<file path="src/hdl/ffea_pkg.sv">
// Shared types and constants of the first-fit extent allocator.
// Used by the channel interfaces, the controller, the datapath and the top level.
package ffea_pkg;

   // Default geometry
   localparam int NUM_BLOCKS_DEF = 1024;
   localparam int NUM_NODES_DEF  = 128;

   // Fixed payload field widths
   localparam int ACTION_W    = 2;
   localparam int NODE_ID_W   = 7;
   localparam int COUNT_W     = 11;
   localparam int STATUS_W    = 2;
   localparam int FIRST_W     = 10;
   localparam int FREE_BLK_W  = 11;
   localparam int FREE_NODE_W = 8;

   typedef enum logic [ACTION_W-1:0] {
      ACT_ALLOC  = 2'd0,
      ACT_FREE   = 2'd1,
      ACT_RESIZE = 2'd2
   } action_type;

   typedef enum logic [STATUS_W-1:0] {
      RSP_OK      = 2'd0,
      RSP_NO_RUN  = 2'd1,
      RSP_NO_NODE = 2'd2,
      RSP_INVALID = 2'd3
   } status_type;

   // Where the range marker takes its start and length from
   typedef enum logic [1:0] {
      MARK_EXT = 2'd0,
      MARK_OLD = 2'd1,
      MARK_NEW = 2'd2
   } mark_src_type;

   typedef struct packed {
      logic         clear;
      logic         load_req;
      logic         scan_blk;
      logic         scan_node;
      logic         take_ext;
      logic         mark_load;
      mark_src_type mark_src;
      logic         mark_write;
      logic         mark_value;
      logic         commit;
      logic         finish;
      status_type   code;
   } dp_cmd_type;

   typedef struct packed {
      action_type action;
      logic       count_ok;
      logic       node_ok;
      logic       nodes_empty;
      logic       node_used;
      logic       blk_hit;
      logic       blk_end;
      logic       node_hit;
      logic       mark_last;
      logic       clear_last;
      logic       rsp_busy;
   } dp_stat_type;

endpackage

</file>
<file path="src/hdl/ffea_if.sv">
// Valid/ready channel interfaces for allocator requests and responses.
// Depends on ffea_pkg for the payload widths.
interface ffea_req_if;
   import ffea_pkg::*;

   logic                 valid;
   logic                 ready;
   logic [ACTION_W-1:0]  action;
   logic [NODE_ID_W-1:0] node_id;
   logic [COUNT_W-1:0]   block_count;

   modport source (output valid, action, node_id, block_count, input ready);
   modport sink   (input valid, action, node_id, block_count, output ready);
endinterface

interface ffea_rsp_if;
   import ffea_pkg::*;

   logic                   valid;
   logic                   ready;
   logic [STATUS_W-1:0]    status;
   logic [NODE_ID_W-1:0]   node_out;
   logic [FIRST_W-1:0]     first_block;
   logic [FREE_BLK_W-1:0]  free_blocks;
   logic [FREE_NODE_W-1:0] free_nodes;

   modport source (output valid, status, node_out, first_block, free_blocks, free_nodes,
                   input ready);
   modport sink   (input valid, status, node_out, first_block, free_blocks, free_nodes,
                   output ready);
endinterface

</file>
<file path="src/hdl/ffea_ctrl.sv">
// Sequencing state machine of the extent allocator.
// Drives datapath commands from datapath status; depends on ffea_pkg.
module ffea_ctrl (
   input  logic                 clock,
   input  logic                 reset,
   input  logic                 req_valid,
   output logic                 req_ready,
   input  ffea_pkg::dp_stat_type stat,
   output ffea_pkg::dp_cmd_type  cmd
);
   import ffea_pkg::*;

   typedef enum logic [3:0] {
      S_CLEAR,
      S_IDLE,
      S_CHECK,
      S_EVAL,
      S_UNMARK,
      S_BLK_SCAN,
      S_SET_INIT,
      S_SET,
      S_RESTORE,
      S_NODE_SCAN,
      S_COMMIT,
      S_DONE
   } state_type;

   state_type  state_ff, state_in;
   logic       ready_ff, ready_in;
   status_type code_ff, code_in;

   always_comb begin
      state_in = state_ff;
      code_in  = code_ff;
      cmd      = '0;
      case (state_ff)
         S_CLEAR: begin
            cmd.clear = 1'b1;
            if (stat.clear_last) state_in = S_IDLE;
         end
         S_IDLE: begin
            if (req_valid) begin
               cmd.load_req = 1'b1;
               state_in     = S_CHECK;
            end
         end
         S_CHECK: begin
            case (stat.action)
               ACT_ALLOC: begin
                  if (!stat.count_ok) begin
                     code_in  = RSP_INVALID;
                     state_in = S_DONE;
                  end else if (stat.nodes_empty) begin
                     code_in  = RSP_NO_NODE;
                     state_in = S_DONE;
                  end else begin
                     state_in = S_BLK_SCAN;
                  end
               end
               ACT_FREE: begin
                  if (stat.node_ok) begin
                     state_in = S_EVAL;
                  end else begin
                     code_in  = RSP_INVALID;
                     state_in = S_DONE;
                  end
               end
               ACT_RESIZE: begin
                  if (stat.node_ok && stat.count_ok) begin
                     state_in = S_EVAL;
                  end else begin
                     code_in  = RSP_INVALID;
                     state_in = S_DONE;
                  end
               end
               default: begin
                  code_in  = RSP_INVALID;
                  state_in = S_DONE;
               end
            endcase
         end
         S_EVAL: begin
            if (!stat.node_used) begin
               code_in  = RSP_INVALID;
               state_in = S_DONE;
            end else begin
               cmd.take_ext  = 1'b1;
               cmd.mark_load = 1'b1;
               cmd.mark_src  = MARK_EXT;
               state_in      = S_UNMARK;
            end
         end
         S_UNMARK: begin
            cmd.mark_write = 1'b1;
            cmd.mark_value = 1'b0;
            if (stat.mark_last)
               state_in = (stat.action == ACT_FREE) ? S_COMMIT : S_BLK_SCAN;
         end
         S_BLK_SCAN: begin
            cmd.scan_blk = 1'b1;
            if (stat.blk_hit) begin
               state_in = S_SET_INIT;
            end else if (stat.blk_end) begin
               code_in = RSP_NO_RUN;
               if (stat.action == ACT_RESIZE) begin
                  cmd.mark_load = 1'b1;
                  cmd.mark_src  = MARK_OLD;
                  state_in      = S_RESTORE;
               end else begin
                  state_in = S_DONE;
               end
            end
         end
         S_SET_INIT: begin
            cmd.mark_load = 1'b1;
            cmd.mark_src  = MARK_NEW;
            state_in      = S_SET;
         end
         S_SET: begin
            cmd.mark_write = 1'b1;
            cmd.mark_value = 1'b1;
            if (stat.mark_last)
               state_in = (stat.action == ACT_ALLOC) ? S_NODE_SCAN : S_COMMIT;
         end
         S_RESTORE: begin
            cmd.mark_write = 1'b1;
            cmd.mark_value = 1'b1;
            if (stat.mark_last) state_in = S_DONE;
         end
         S_NODE_SCAN: begin
            cmd.scan_node = 1'b1;
            if (stat.node_hit) state_in = S_COMMIT;
         end
         S_COMMIT: begin
            cmd.commit = 1'b1;
            code_in    = RSP_OK;
            state_in   = S_DONE;
         end
         S_DONE: begin
            if (!stat.rsp_busy) begin
               cmd.finish = 1'b1;
               cmd.code   = code_ff;
               state_in   = S_IDLE;
            end
         end
         default: state_in = S_IDLE;
      endcase
      ready_in = (state_in == S_IDLE);
   end

   always_ff @(posedge clock) begin
      if (reset) begin
         state_ff <= S_CLEAR;
         ready_ff <= 1'b0;
         code_ff  <= RSP_OK;
      end else begin
         state_ff <= state_in;
         ready_ff <= ready_in;
         code_ff  <= code_in;
      end
   end

   assign req_ready = ready_ff;

endmodule

</file>
<file path="src/hdl/ffea_dpath.sv">
// Datapath of the extent allocator: bitmaps, extent table, scan and mark counters,
// free counts and the response register. Depends on ffea_pkg.
module ffea_dpath #(
   parameter int NUM_BLOCKS = ffea_pkg::NUM_BLOCKS_DEF,
   parameter int NUM_NODES  = ffea_pkg::NUM_NODES_DEF
) (
   input  logic                              clock,
   input  logic                              reset,
   input  ffea_pkg::dp_cmd_type              cmd,
   output ffea_pkg::dp_stat_type             stat,
   input  logic [ffea_pkg::ACTION_W-1:0]     req_action,
   input  logic [ffea_pkg::NODE_ID_W-1:0]    req_node_id,
   input  logic [ffea_pkg::COUNT_W-1:0]      req_block_count,
   input  logic                              rsp_ready,
   output logic                              rsp_valid,
   output logic [ffea_pkg::STATUS_W-1:0]     rsp_status,
   output logic [ffea_pkg::NODE_ID_W-1:0]    rsp_node_out,
   output logic [ffea_pkg::FIRST_W-1:0]      rsp_first_block,
   output logic [ffea_pkg::FREE_BLK_W-1:0]   rsp_free_blocks,
   output logic [ffea_pkg::FREE_NODE_W-1:0]  rsp_free_nodes
);
   import ffea_pkg::*;

   localparam int BLK_AW    = $clog2(NUM_BLOCKS);
   localparam int BLK_CW    = $clog2(NUM_BLOCKS + 1);
   localparam int NODE_AW   = $clog2(NUM_NODES);
   localparam int NODE_CW   = $clog2(NUM_NODES + 1);
   localparam int CLR_DEPTH = (NUM_BLOCKS > NUM_NODES) ? NUM_BLOCKS : NUM_NODES;
   localparam int AW        = $clog2(CLR_DEPTH + 1);

   typedef struct packed {
      logic [BLK_AW-1:0] start;
      logic [BLK_CW-1:0] len;
   } extent_type;

   // Storage
   logic       block_map_ff [NUM_BLOCKS];
   logic       node_map_ff  [NUM_NODES];
   extent_type extent_ff    [NUM_NODES];

   // Request
   action_type           req_act_ff;
   logic [NODE_ID_W-1:0] req_node_ff;
   logic [COUNT_W-1:0]   req_cnt_ff;

   // Scan, mark and result state
   logic [AW-1:0]      addr_ff;
   logic               pend_ff;
   logic [AW-1:0]      pend_idx_ff;
   logic [BLK_CW-1:0]  run_ff;
   logic               blk_q_ff;
   logic               node_q_ff;
   extent_type         ext_q_ff;
   extent_type         old_ff;
   logic [NODE_AW-1:0] found_ff;
   logic [BLK_AW-1:0]  first_ff;
   logic [BLK_CW-1:0]  mark_ff;
   logic [BLK_CW-1:0]  rem_ff;
   logic [BLK_CW-1:0]  free_blk_ff, free_blk_in;
   logic [NODE_CW-1:0] free_node_ff, free_node_in;

   logic                   rsp_valid_ff;
   status_type             rsp_status_ff;
   logic [NODE_ID_W-1:0]   rsp_node_ff;
   logic [FIRST_W-1:0]     rsp_first_ff;
   logic [FREE_BLK_W-1:0]  rsp_free_blk_ff;
   logic [FREE_NODE_W-1:0] rsp_free_node_ff;

   logic [BLK_CW-1:0]  len_req;
   logic [NODE_AW-1:0] req_node_idx;
   logic [NODE_AW-1:0] sel_node;
   logic [NODE_AW-1:0] node_raddr;
   logic               scanning;
   logic               issue;
   logic [BLK_CW-1:0]  run_inc;
   logic [AW-1:0]      hit_start;
   logic               blk_hit;
   logic               blk_end;
   logic               node_hit;
   logic               node_we;
   logic [NODE_AW-1:0] node_waddr;
   logic               node_wdata;
   logic               clr_blk;
   logic               clr_node;

   assign len_req      = BLK_CW'(req_cnt_ff);
   assign req_node_idx = NODE_AW'(req_node_ff);
   assign sel_node     = (req_act_ff == ACT_ALLOC) ? found_ff : req_node_idx;
   assign node_raddr   = cmd.scan_node ? addr_ff[NODE_AW-1:0] : sel_node;

   // One bitmap entry is read per cycle; the data returns in the following cycle, registered with its index.
   assign scanning  = cmd.scan_blk || cmd.scan_node;
   assign issue     = (cmd.scan_blk && (addr_ff < AW'(NUM_BLOCKS))) ||
                      (cmd.scan_node && (addr_ff < AW'(NUM_NODES)));
   assign run_inc   = run_ff + BLK_CW'(1);
   assign hit_start = pend_idx_ff + AW'(1) - AW'(len_req);
   assign blk_hit   = cmd.scan_blk && pend_ff && !blk_q_ff && (run_inc == len_req);
   assign blk_end   = cmd.scan_blk && pend_ff && !blk_hit &&
                      (pend_idx_ff == AW'(NUM_BLOCKS - 1));
   assign node_hit  = cmd.scan_node && pend_ff && !node_q_ff;

   assign clr_blk  = cmd.clear && (addr_ff < AW'(NUM_BLOCKS));
   assign clr_node = cmd.clear && (addr_ff < AW'(NUM_NODES));

   always_comb begin
      node_we    = 1'b0;
      node_waddr = sel_node;
      node_wdata = 1'b0;
      if (clr_node) begin
         node_we    = 1'b1;
         node_waddr = addr_ff[NODE_AW-1:0];
      end else if (cmd.commit && (req_act_ff == ACT_ALLOC)) begin
         node_we    = 1'b1;
         node_wdata = 1'b1;
      end else if (cmd.commit && (req_act_ff == ACT_FREE)) begin
         node_we = 1'b1;
      end
   end

   always_comb begin
      free_blk_in  = free_blk_ff;
      free_node_in = free_node_ff;
      if (cmd.commit) begin
         case (req_act_ff)
            ACT_ALLOC: begin
               free_blk_in  = free_blk_ff - len_req;
               free_node_in = free_node_ff - NODE_CW'(1);
            end
            ACT_FREE: begin
               free_blk_in  = free_blk_ff + old_ff.len;
               free_node_in = free_node_ff + NODE_CW'(1);
            end
            ACT_RESIZE: free_blk_in = free_blk_ff + old_ff.len - len_req;
            default: ;
         endcase
      end
   end

   // Memories
   always_ff @(posedge clock) begin
      blk_q_ff  <= block_map_ff[addr_ff[BLK_AW-1:0]];
      node_q_ff <= node_map_ff[node_raddr];
      ext_q_ff  <= extent_ff[sel_node];
      if (clr_blk)
         block_map_ff[addr_ff[BLK_AW-1:0]] <= 1'b0;
      else if (cmd.mark_write)
         block_map_ff[mark_ff[BLK_AW-1:0]] <= cmd.mark_value;
      if (node_we)
         node_map_ff[node_waddr] <= node_wdata;
      if (cmd.commit && (req_act_ff != ACT_FREE))
         extent_ff[sel_node] <= '{start: first_ff, len: len_req};
   end

   // Request capture and extent bookkeeping
   always_ff @(posedge clock) begin
      if (cmd.load_req) begin
         req_act_ff  <= action_type'(req_action);
         req_node_ff <= req_node_id;
         req_cnt_ff  <= req_block_count;
      end
      if (cmd.take_ext) begin
         old_ff   <= ext_q_ff;
         first_ff <= ext_q_ff.start;
      end else if (blk_hit) begin
         first_ff <= BLK_AW'(hit_start);
      end
      if (node_hit)
         found_ff <= pend_idx_ff[NODE_AW-1:0];
      pend_idx_ff <= addr_ff;
   end

   // Scan pointer: clear sweep, bitmap scans, idle at zero otherwise
   always_ff @(posedge clock) begin
      if (reset) begin
         addr_ff <= '0;
         pend_ff <= 1'b0;
         run_ff  <= '0;
      end else if (cmd.clear) begin
         addr_ff <= addr_ff + AW'(1);
      end else if (scanning) begin
         if (issue) addr_ff <= addr_ff + AW'(1);
         pend_ff <= issue;
         if (cmd.scan_blk && pend_ff)
            run_ff <= blk_q_ff ? '0 : run_inc;
      end else begin
         addr_ff <= '0;
         pend_ff <= 1'b0;
         run_ff  <= '0;
      end
   end

   // Range marker
   always_ff @(posedge clock) begin
      if (reset) begin
         mark_ff <= '0;
         rem_ff  <= '0;
      end else if (cmd.mark_load) begin
         case (cmd.mark_src)
            MARK_EXT: begin
               mark_ff <= BLK_CW'(ext_q_ff.start);
               rem_ff  <= ext_q_ff.len;
            end
            MARK_OLD: begin
               mark_ff <= BLK_CW'(old_ff.start);
               rem_ff  <= old_ff.len;
            end
            default: begin
               mark_ff <= BLK_CW'(first_ff);
               rem_ff  <= len_req;
            end
         endcase
      end else if (cmd.mark_write) begin
         mark_ff <= mark_ff + BLK_CW'(1);
         rem_ff  <= rem_ff - BLK_CW'(1);
      end
   end

   // Free counts
   always_ff @(posedge clock) begin
      if (reset) begin
         free_blk_ff  <= BLK_CW'(NUM_BLOCKS);
         free_node_ff <= NODE_CW'(NUM_NODES);
      end else begin
         free_blk_ff  <= free_blk_in;
         free_node_ff <= free_node_in;
      end
   end

   // Response register: one beat held until taken
   always_ff @(posedge clock) begin
      if (reset) begin
         rsp_valid_ff <= 1'b0;
      end else if (cmd.finish) begin
         rsp_valid_ff <= 1'b1;
      end else if (rsp_ready) begin
         rsp_valid_ff <= 1'b0;
      end
   end

   always_ff @(posedge clock) begin
      if (cmd.finish) begin
         rsp_status_ff <= cmd.code;
         if ((req_act_ff == ACT_FREE) || (req_act_ff == ACT_RESIZE))
            rsp_node_ff <= req_node_ff;
         else if (cmd.code == RSP_OK)
            rsp_node_ff <= NODE_ID_W'(found_ff);
         else
            rsp_node_ff <= '0;
         rsp_first_ff     <= (cmd.code == RSP_OK) ? FIRST_W'(first_ff) : '0;
         rsp_free_blk_ff  <= FREE_BLK_W'(free_blk_ff);
         rsp_free_node_ff <= FREE_NODE_W'(free_node_ff);
      end
   end

   assign rsp_valid       = rsp_valid_ff;
   assign rsp_status      = rsp_status_ff;
   assign rsp_node_out    = rsp_node_ff;
   assign rsp_first_block = rsp_first_ff;
   assign rsp_free_blocks = rsp_free_blk_ff;
   assign rsp_free_nodes  = rsp_free_node_ff;

   always_comb begin
      stat.action      = req_act_ff;
      stat.count_ok    = (req_cnt_ff != '0) && (32'(req_cnt_ff) <= 32'(NUM_BLOCKS));
      stat.node_ok     = 32'(req_node_ff) < 32'(NUM_NODES);
      stat.nodes_empty = (free_node_ff == '0);
      stat.node_used   = node_q_ff;
      stat.blk_hit     = blk_hit;
      stat.blk_end     = blk_end;
      stat.node_hit    = node_hit;
      stat.mark_last   = (rem_ff == BLK_CW'(1));
      stat.clear_last  = cmd.clear && (addr_ff == AW'(CLR_DEPTH - 1));
      stat.rsp_busy    = rsp_valid_ff && !rsp_ready;
   end

`ifndef NO_ASSERTIONS
   a_mark_in_range: assert property (@(posedge clock) disable iff (reset)
      cmd.mark_write |-> (32'(mark_ff) < 32'(NUM_BLOCKS)))
      else $error("range marker wrote past the last block");

   a_free_blk_bound: assert property (@(posedge clock) disable iff (reset)
      32'(free_blk_ff) <= 32'(NUM_BLOCKS))
      else $error("free block count above disk size");

   a_free_node_bound: assert property (@(posedge clock) disable iff (reset)
      32'(free_node_ff) <= 32'(NUM_NODES))
      else $error("free inode count above inode table size");

   a_no_rsp_overwrite: assert property (@(posedge clock) disable iff (reset)
      cmd.finish |-> !(rsp_valid_ff && !rsp_ready))
      else $error("response loaded over a beat not yet taken");

   a_alloc_node_free: assert property (@(posedge clock) disable iff (reset)
      (cmd.commit && (req_act_ff == ACT_ALLOC)) |-> (free_node_ff != '0))
      else $error("inode allocated with no free inode counted");
`endif

endmodule

</file>
<file path="src/hdl/first_fit_extent_allocator.sv">
// Top level of the first-fit contiguous extent allocator.
// Instantiates ffea_ctrl and ffea_dpath; depends on ffea_pkg and the ffea_if interfaces.
//
// Allocator for a simulated disk of NUM_BLOCKS blocks and NUM_NODES inodes. Each request beat
// carries an action (allocate, free, resize), an inode and a block count; each request yields
// exactly one response beat with a status, the inode, the start block and the free block and
// inode counts after the request. Allocate takes the lowest free inode and the lowest-addressed
// run of block_count free blocks; free releases an inode and its extent; resize releases the
// old extent, then first-fits a new run (which may overlap the old one) and keeps the old one
// if nothing fits. Rejected requests leave all state untouched. The block bitmap lives in a
// memory that is walked one block per cycle; after reset a clearing sweep over both bitmaps
// runs with ready low before the first request is taken. A request is first checked (free and
// resize also read the inode bitmap); allocate then scans the block bitmap up to the end of
// the first fitting run, marks its blocks and scans the inode bitmap for the lowest free inode;
// free unmarks the old extent; resize unmarks the old extent, scans and marks the new run.
// With no fitting run the scan covers the whole bitmap and resize marks the old extent back.
// One request is in flight at a time; ready rises in the same cycle that the response is
// loaded, even if that response has not yet been taken downstream. A response still waiting
// downstream holds the next one back, and the block sits ready-low until it can load it.
module first_fit_extent_allocator #(
   parameter int NUM_BLOCKS = ffea_pkg::NUM_BLOCKS_DEF,
   parameter int NUM_NODES  = ffea_pkg::NUM_NODES_DEF
) (
   input logic       clock,
   input logic       reset,
   ffea_req_if.sink  req_bus,
   ffea_rsp_if.source rsp_bus
);
   import ffea_pkg::*;

   dp_cmd_type  dp_cmd;
   dp_stat_type dp_stat;

   // Sequencer: owns request acceptance and the order of datapath operations
   ffea_ctrl u_ctrl (
      .clock     (clock),
      .reset     (reset),
      .req_valid (req_bus.valid),
      .req_ready (req_bus.ready),
      .stat      (dp_stat),
      .cmd       (dp_cmd)
   );

   // Datapath: bitmaps, extent table, counters and the response register
   ffea_dpath #(
      .NUM_BLOCKS (NUM_BLOCKS),
      .NUM_NODES  (NUM_NODES)
   ) u_dpath (
      .clock           (clock),
      .reset           (reset),
      .cmd             (dp_cmd),
      .stat            (dp_stat),
      .req_action      (req_bus.action),
      .req_node_id     (req_bus.node_id),
      .req_block_count (req_bus.block_count),
      .rsp_ready       (rsp_bus.ready),
      .rsp_valid       (rsp_bus.valid),
      .rsp_status      (rsp_bus.status),
      .rsp_node_out    (rsp_bus.node_out),
      .rsp_first_block (rsp_bus.first_block),
      .rsp_free_blocks (rsp_bus.free_blocks),
      .rsp_free_nodes  (rsp_bus.free_nodes)
   );

endmodule

</file>
<file path="src/flat_wrapper.sv">
// flat-port wrapper written by rule: the top's interface ports become plain ports
module first_fit_extent_allocator_flat import ffea_pkg::*;
#(
   parameter int NUM_BLOCKS = ffea_pkg::NUM_BLOCKS_DEF,
   parameter int NUM_NODES  = ffea_pkg::NUM_NODES_DEF
)
  (clock, reset, req_bus_valid, req_bus_action, req_bus_node_id, req_bus_block_count, req_bus_ready, rsp_bus_valid, rsp_bus_status, rsp_bus_node_out, rsp_bus_first_block, rsp_bus_free_blocks, rsp_bus_free_nodes, rsp_bus_ready);
  ffea_req_if req_bus_i ();
  ffea_rsp_if rsp_bus_i ();
  input logic clock;
  input logic reset;
  input wire logic [$bits(req_bus_i.valid)-1:0] req_bus_valid;
  input wire logic [$bits(req_bus_i.action)-1:0] req_bus_action;
  input wire logic [$bits(req_bus_i.node_id)-1:0] req_bus_node_id;
  input wire logic [$bits(req_bus_i.block_count)-1:0] req_bus_block_count;
  output wire logic [$bits(req_bus_i.ready)-1:0] req_bus_ready;
  output wire logic [$bits(rsp_bus_i.valid)-1:0] rsp_bus_valid;
  output wire logic [$bits(rsp_bus_i.status)-1:0] rsp_bus_status;
  output wire logic [$bits(rsp_bus_i.node_out)-1:0] rsp_bus_node_out;
  output wire logic [$bits(rsp_bus_i.first_block)-1:0] rsp_bus_first_block;
  output wire logic [$bits(rsp_bus_i.free_blocks)-1:0] rsp_bus_free_blocks;
  output wire logic [$bits(rsp_bus_i.free_nodes)-1:0] rsp_bus_free_nodes;
  input wire logic [$bits(rsp_bus_i.ready)-1:0] rsp_bus_ready;
  assign req_bus_i.valid = req_bus_valid;
  assign req_bus_i.action = req_bus_action;
  assign req_bus_i.node_id = req_bus_node_id;
  assign req_bus_i.block_count = req_bus_block_count;
  assign req_bus_ready = req_bus_i.ready;
  assign rsp_bus_valid = rsp_bus_i.valid;
  assign rsp_bus_status = rsp_bus_i.status;
  assign rsp_bus_node_out = rsp_bus_i.node_out;
  assign rsp_bus_first_block = rsp_bus_i.first_block;
  assign rsp_bus_free_blocks = rsp_bus_i.free_blocks;
  assign rsp_bus_free_nodes = rsp_bus_i.free_nodes;
  assign rsp_bus_i.ready = rsp_bus_ready;
  first_fit_extent_allocator #(.NUM_BLOCKS(NUM_BLOCKS), .NUM_NODES(NUM_NODES)) u_core (.clock(clock), .reset(reset), .req_bus(req_bus_i), .rsp_bus(rsp_bus_i));
endmodule
</file>
<file path="config.mk">
export PLATFORM = sky130hd
export DESIGN_NAME = first_fit_extent_allocator_flat
export DESIGN_NICKNAME = d
export VERILOG_FILES = /design/src/hdl/ffea_pkg.sv /design/src/hdl/ffea_if.sv /design/src/hdl/ffea_ctrl.sv /design/src/hdl/ffea_dpath.sv /design/src/hdl/first_fit_extent_allocator.sv /design/src/flat_wrapper.sv
export SDC_FILE = /design/constraint.sdc
export NUM_CORES = 2
export LEC_CHECK = 0
export BUFFER_PORTS_ARGS = -buffer_cell sky130_fd_sc_hd__buf_2
export CAP_MARGIN = 20
export CORE_UTILIZATION = 57
export DETAILED_ROUTE_END_ITERATION = 8
export GPL_ROUTABILITY_DRIVEN = 0
export PLACE_DENSITY_LB_ADDON = 0.1
export SLEW_MARGIN = 20
export SYNTH_ARGS = -nofsm -noshare
export SYNTH_HDL_FRONTEND = slang
export SYNTH_HIERARCHICAL = 1
export SYNTH_SLANG_ARGS = --single-unit
</file>
<file path="constraint.sdc">
create_clock -name clock -period 16.7 [get_ports clock]
set_input_delay 3.34 -clock clock [delete_from_list [all_inputs] [get_ports clock]]
set_output_delay 3.34 -clock clock [all_outputs]
set_load 0.02 [all_outputs]
</file>
After elaboration in Yosys (flattened, before gate mapping)

Memory sizes are Yosys's and may differ from the RTL's. A register that Yosys moved wholly into a read port is not among the register bits.
Index checks and enable logic that the tools add are counted.

Word-level logic and storage cells: 194
Bits in writable memories: 3,840
Memories: 3
Bits in registers: 179

Reduce and logical (&&, ||, !) cells: 42
Bitwise gates (word level): 1
Eq/ne operators: 28
$add $sub $neg: 11
Muxes and demuxes: 82
$lt $le $gt $ge: 3

Memory list:

| memory                      | depth | width | rd ports | clocked after Yosys merged registers in | write ports | line             | text |
|---|---|---|---|---|---|---|---|
| u_core.u_dpath.extent_ff    | 128   | 21    | 1        | 1                                       | 1           | ffea_dpath.sv:39 | `extent_type extent_ff [NUM_NODES];` |
| u_core.u_dpath.block_map_ff | 1,024 | 1     | 1        | 1                                       | 1           | ffea_dpath.sv:37 | `logic block_map_ff [NUM_BLOCKS];` |
| u_core.u_dpath.node_map_ff  | 128   | 1     | 1        | 1                                       | 1           | ffea_dpath.sv:38 | `logic node_map_ff [NUM_NODES];` |

Operators by type and width:

| cell                    | number |
|---|---|
| $mux W11                | 10 |
| $mux W4                 | 15 |
| $pmux W4 S12            | 1 |
| $mux W7                 | 5 |
| $add A11 B1 Y11 const B | 3 |
| $pmux W11 S3            | 1 |
| $mux W10                | 3 |
| $mux W1                 | 26 |
| $eq A11 B10 Y1 const B  | 2 |
| $pmux W11 S2            | 1 |
| $sub A11 B11 Y11        | 2 |
| $pmux W10 S2            | 1 |
| $logic_and A1 B1 Y1     | 17 |
| $eq A4 B3 Y1 const B    | 4 |
| $eq A4 B4 Y1 const B    | 4 |
| $mux W2                 | 8 |
| $pmux W8 S2             | 1 |
| $mux W3                 | 5 |
| $pmux W4 S3             | 1 |
| $add A11 B11 Y11        | 1 |
| $eq A11 B1 Y1 const B   | 1 |
| $eq A11 B11 Y1          | 1 |
| $le A11 B11 Y1 const B  | 1 |
| $lt A11 B11 Y1 const B  | 1 |
| other kinds (33)        | 52 |

Logic depth before layout (Yosys ltp)

Word-level depth: 14
Depth in mapped cells: 17

By module

The synthesis kept the hierarchy.

Modules (own cells, without submodules):

| module     | times used | area each (sq um) | cells an instance |
|---|---|---|---|
| ffea_dpath | 1          | 158,339.4         | 9,821 |
| ffea_ctrl  | 1          | 922.1             | 116 |

Worst setup path after synthesis

Ideal clock, no wire load.

Kind: reg2reg
Start: register u_core.u_ctrl.state_ff[2]
End: memory u_core.u_dpath.block_map_ff[0] (data pin)
Arrival: 14.427 ns
Required time: 13.809 ns
Clock period less this slack: 17.318 ns
Setup slack: -0.618 ns
Cell stages (with the launch flop): 7
Cell sequence: dfxtp_1 -> buf_6 -> and2b_2 -> a32o_1 -> clkbuf_1 -> clkbuf_1 -> and3_1

RTL lines:

| element                | line             | text |
|---|---|---|
| start, declared        | ffea_ctrl.sv:28  | `state_type state_ff, state_in;` |
| start signal, assigned | ffea_ctrl.sv:157 | `state_ff <= state_in;` |
| end, declared          | ffea_dpath.sv:37 |  |

Final worst setup path

Start: register u_core.u_dpath.req_act_ff[0]
End: register u_core/u_dpath/ext_q_ff[20] (netlist name)

Longest elaborated chain between the ends: 2

RTL lines:

| element                | line              | text |
|---|---|---|
| start, declared        | ffea_dpath.sv:42  | `action_type req_act_ff;` |
| start signal, assigned | ffea_dpath.sv:157 | `req_act_ff <= action_type'(req_action);` |
| $logic_not A2 Y1       | ffea_dpath.sv:88  | `assign sel_node = (req_act_ff == ACT_ALLOC) ? found_ff : req_node_idx;` |
| $mux W7                | ffea_dpath.sv:88  |  |

No other way between the ends.
A chain may end at the register's enable or synchronous reset.

==> results by group <==
Clock tree
  – Post_cts resized: 0
  – Root Driver: clkbuf_16
  – CTS tree: yes
  – Clock Latency Late Sink: approximately 1 ns
  – Clock Pin Slew Worst Setup and Hold Paths: 0.06 ns
  – Total CTS buffers: about 400
  – CTS Buffer Depth: 4
  – Sink Count: 4041
  – Postcts setup bufs: 0
  – CTS Hold Bufs: 0
  – Htree depth: 5

Critical path
  – CP most frequent cell: buf_4
  – Worst r2r src: u_core/u_dpath/req_act_ff[0]$_DFFE_PP_
  – Worst Reg-to-Reg Cells: 11
  – Critical path arrival: around 7 ns
  – R2R setup slack: approximately 11 ns
  – Crit end category: flip-flop
  – CP max FO: 52
  – CP cell instances: inv_1 > ha_2 > mux2_8 > a21oi_4 > buf_4 > buf_4 > a22oi_1 > o211a_1 > o21ai_0 > nor3_1 > o211ai_1
  – CP max stage cell: o21ai_0
  – WS Path Type: flip-flop to flip-flop
  – WP buf/inv: 3
  – Crit start category: flip-flop
  – Crit path max-delay family: compound AO/OA/AOI/OAI gates
  – Max stage delay on crit path: approximately 0.84 ns
  – Reg2reg end: u_core/u_dpath/ext_q_ff[20]$_DFF_P_
  – CP Data Required Time: about 18 ns

Die
  – # IOs: 64
  – Die X: 530.6 um
  – Die Y: between 500 and 600 um
  – Initial core utilization: between 50 and 60%
  – Core area: about 0.28 mm2
  – Rows: slightly below 200
  – Die Area: between 0.2 and 0.3 mm2

Finish
  – Fin nets: 10130
  – Seq. cell area: roughly 0.12 mm2
  – P&R area growth vs syn: 11.53%
  – Fill cell count: roughly 20000
  – Fin area: roughly 0.18 mm2
  – Layout cells sized above 1: 15.04%
  – Multi-input combinational cell area: around 0.036 mm2
  – Final core occ: approximately 64%
  – Final cell count without fillers: roughly 14000

Logic synthesis
  – Post-synth EDFFs: about 3900
  – Synth Register Bits: about 4000
  – Most used DFF post-synth: edfxtp_1
  – Mapped Area: 0.1593 mm2
  – Most common cell in the synthesized netlist: edfxtp_1
  – Count of different cell masters after synthesis: around 110
  – Yosys top cell by area: edfxtp_1
  – FFs w/ async S/R, synth: 0%
  – Sequential area share after synthesis: 75.53%
  – Post-synthesis area per instance: approximately 16 um2
  – Synth top area share: around three quarters
  – Syn_nets: ~10000
  – Largest cells by area after synthesis: edfxtp_1 (74%), a22oi_1 (4.4%), mux4_2 (3.7%)
  – YS warnings: 6
  – Cells after synthesis: between 9000 and 10000
  – Most frequent cells after synthesis: edfxtp_1 (3936), nor2_1 (1500), a22oi_1 (934)

Power and ir drop
  – Cell internal pwr: about 0.016 W
  – Power density over the cells: 113.1 mW/mm2
  – Switch share: between 20% and 30%
  – Clk pwr share: between 40% and 50%
  – Comb pwr share: around 1.1%
  – Peak VDD IR: between 0.1 and 0.15 mV
  – LEAKAGE: approximately 57 nW
  – Switching power: 0.004030 W
  – Sequential power share: between 50% and 60%

Hold path
  – Hold Path Depth: 0
  – Tightest Hold Check Type: flip-flop to flip-flop
  – Worst Hold Path EP: u_core/u_dpath/pend_idx_ff[10]$_DFF_P_
  – Hold Crit Start: u_core/u_dpath/addr_ff[10]$_SDFFE_PP0P_

Detailed routing
  – DR pass1 iterations: 7
  – DR WL/cell: ~36 um
  – Final WL: 502800 um
  – Antenna-violating nets left: 0
  – DRT iter0 DRCs: approximately 16000
  – Drt via density: ~7.0
  – DRC: 0
  – Vias: 98200

Run status
  – Status: finished, final reports clean

Global routing
  – Largest net degree at the start of global routing: 307
  – All-Layer GR Usage: a little over a third
  – First-pass GRT wire length: between 700000 and 800000 um
  – Antenna violations before repair: 33
  – Overflow after GRT: 0
  – Vias in the first global route: ~93000

Timing
  – RSZ-0062 raised after global routing: no
  – Final Hold Slack: roughly 0.44 ns
  – Slew headroom: 17.07%
  – Final hold vios: 0
  – Worst Tran Pin Value: approximately 1.2 ns
  – Post-layout min period: around 6.0 ns
  – Tcrit/Tclk final: between 30% and 40%
  – Final setup vio count: 0
  – Final setup skew: roughly 0.070 ns
  – Max Fclk: between 0.15 and 0.2 GHz
  – Pins over their slew limit: 0
  – Setup_tns: 0 ns

Placed design
  – Placed instance area: about 0.16 mm2
  – Port bufs: 63
  – Final HPWL from detailed placement: between 200000 and 300000 um
  – Placed insts: around 13000

Job
  – Maxcap violations: 0
[worst max-delay path by stage]
stage | start | to | cells after the start
after global placement | u_core/u_dpath/req_act_ff[1]$_DFFE_PP_ | u_core/u_dpath/ext_q_ff[20]$_DFF_P_ | 11
after detailed placement | u_core/u_dpath/req_act_ff[0]$_DFFE_PP_ | u_core/u_dpath/ext_q_ff[20]$_DFF_P_ | 11
final | u_core/u_dpath/req_act_ff[0]$_DFFE_PP_ | u_core/u_dpath/ext_q_ff[20]$_DFF_P_ | 11
after floorplan | u_core/u_ctrl/state_ff[2]$_SDFF_PP0_ | u_core/u_dpath/block_map_ff[0]$_DFFE_PP_ | 6
after global routing | u_core/u_dpath/req_act_ff[0]$_DFFE_PP_ | u_core/u_dpath/ext_q_ff[20]$_DFF_P_ | 11
after CTS | u_core/u_dpath/req_act_ff[0]$_DFFE_PP_ | u_core/u_dpath/ext_q_ff[20]$_DFF_P_ | 11
[placed cells by master, fill, tap and decap left out, types with 59 or more instances in the layout]
master     synthesis  routed
a21oi_1          148     144
a221oi_1         180     180
a222oi_1          74      74
a22o_1           151     151
a22oi_1          934     934
a31oi_1          115     115
buf_2            263      64
buf_4             49     345
clkbuf_1         344      91
clkbuf_16          0     406
clkinv_1           1      76
clkinv_2           0      82
dfxtp_1          105     100
edfxtp_1        3936    3936
mux2i_1          136     132
mux4_2           259     259
nand2_1          459     408
nand3_1           75      75
nand4_1           84      84
nor2_1          1500    1364
nor2_2             6     123
o211ai_1          59      59
o21ai_0          154     151
[metal layers]
| layer | track usage (%) | vias to the layer above | part of all wire (%) |
|---|---|---|---|
| met2 | 53.87 | 7046 | 45 |
| met3 | 8.219 | 1164 | 13 |
| met1 | 48.69 | 50200 | 36 |
| met4 | 17.27 | 20 | 5.8 |
| met5 | 0 | - | 0.024 |
| li1 | - | 39770 | - |
[state kept, by name, summed over array words and instances, names as in the netlist, 2 cells and up]
name / flops
u_core/u_dpath/block_map_ff: 1024
u_core/u_dpath/extent_ff: 2688
u_core/u_dpath/found_ff: 7
u_core/u_dpath/old_ff: 21
u_core/u_dpath/addr_ff: 11
u_core/u_dpath/pend_idx_ff: 11
u_core/u_dpath/mark_ff: 10
u_core/u_dpath/rsp_status: 2
u_core/u_dpath/node_map_ff: 128
u_core/u_dpath/ext_q_ff: 21
u_core/u_dpath/rsp_free_blocks: 11
u_core/u_dpath/rsp_node_out: 7
u_core/u_ctrl/state_ff: 4
u_core/u_dpath/req_node_ff: 7
u_core/u_dpath/len_req: 11
u_core/u_dpath/first_ff: 10
u_core/u_dpath/rsp_free_nodes: 8
u_core/u_dpath/rem_ff: 11
u_core/u_dpath/rsp_first_block: 10
u_core/u_dpath/free_blk_ff: 11
u_core/u_dpath/run_ff: 11
u_core/u_dpath/req_act_ff: 2
u_core/u_ctrl/code_ff: 2
u_core/u_dpath/free_node_ff: 8
[power groups by stage]
stage / registers [W] / logic (W) / clock network, W
after CTS: 0.0110 / 0.000225 / 0.00895
after global routing: 0.0110 / 0.000233 / 0.00932
after detailed placement: 0.0112 / 0.000225 / 0
after floorplan: 0.0112 / 0.000160 / 0
after global placement: 0.0112 / 0.000224 / 0
final: 0.0110 / 0.000224 / 0.00891
[kinds of logic (layout without fill, tap and decap cells)]
| group | count (synthesis) | in the layout | synth area share [%] |
|---|---|---|---|
| buf+inv | 774 | 1219 | 2.253 |
| mux | 437 | 437 | 4.834 |
| fa+ha+maj | 62 | 62 | 0.5059 |
| compound gates | 2154 | 2154 | 10.11 |
| flops | 4041 | 4041 | 75.53 |
| other cells | 1 | 12 | 0.002355 |
| xor+xnor | 70 | 70 | 0.3850 |
| simple gates | 2398 | 2398 | 6.375 |
[cell type report]
class                      count  share of cell area (%)
inverter                      42                 0.08875
timing repair buffer         440                   1.948
antenna                       11                 0.01550
clock buffer                 508                   5.997
tap                         3705                   2.610
multi-input combinational   5122                   20.35
clock inverter               229                   1.260
sequential                  4041                   67.73
[per-stage QoR]
stage / setup WS, ns / total power [W]
after floorplan: 6.940 / 0.01133
after global placement: 10.82 / 0.01141
after detailed placement: 10.79 / 0.01141
after CTS: 10.77 / 0.02014
after global routing: 10.65 / 0.02052
final: 10.69 / 0.02010
(Power assumes the default switching activity.)
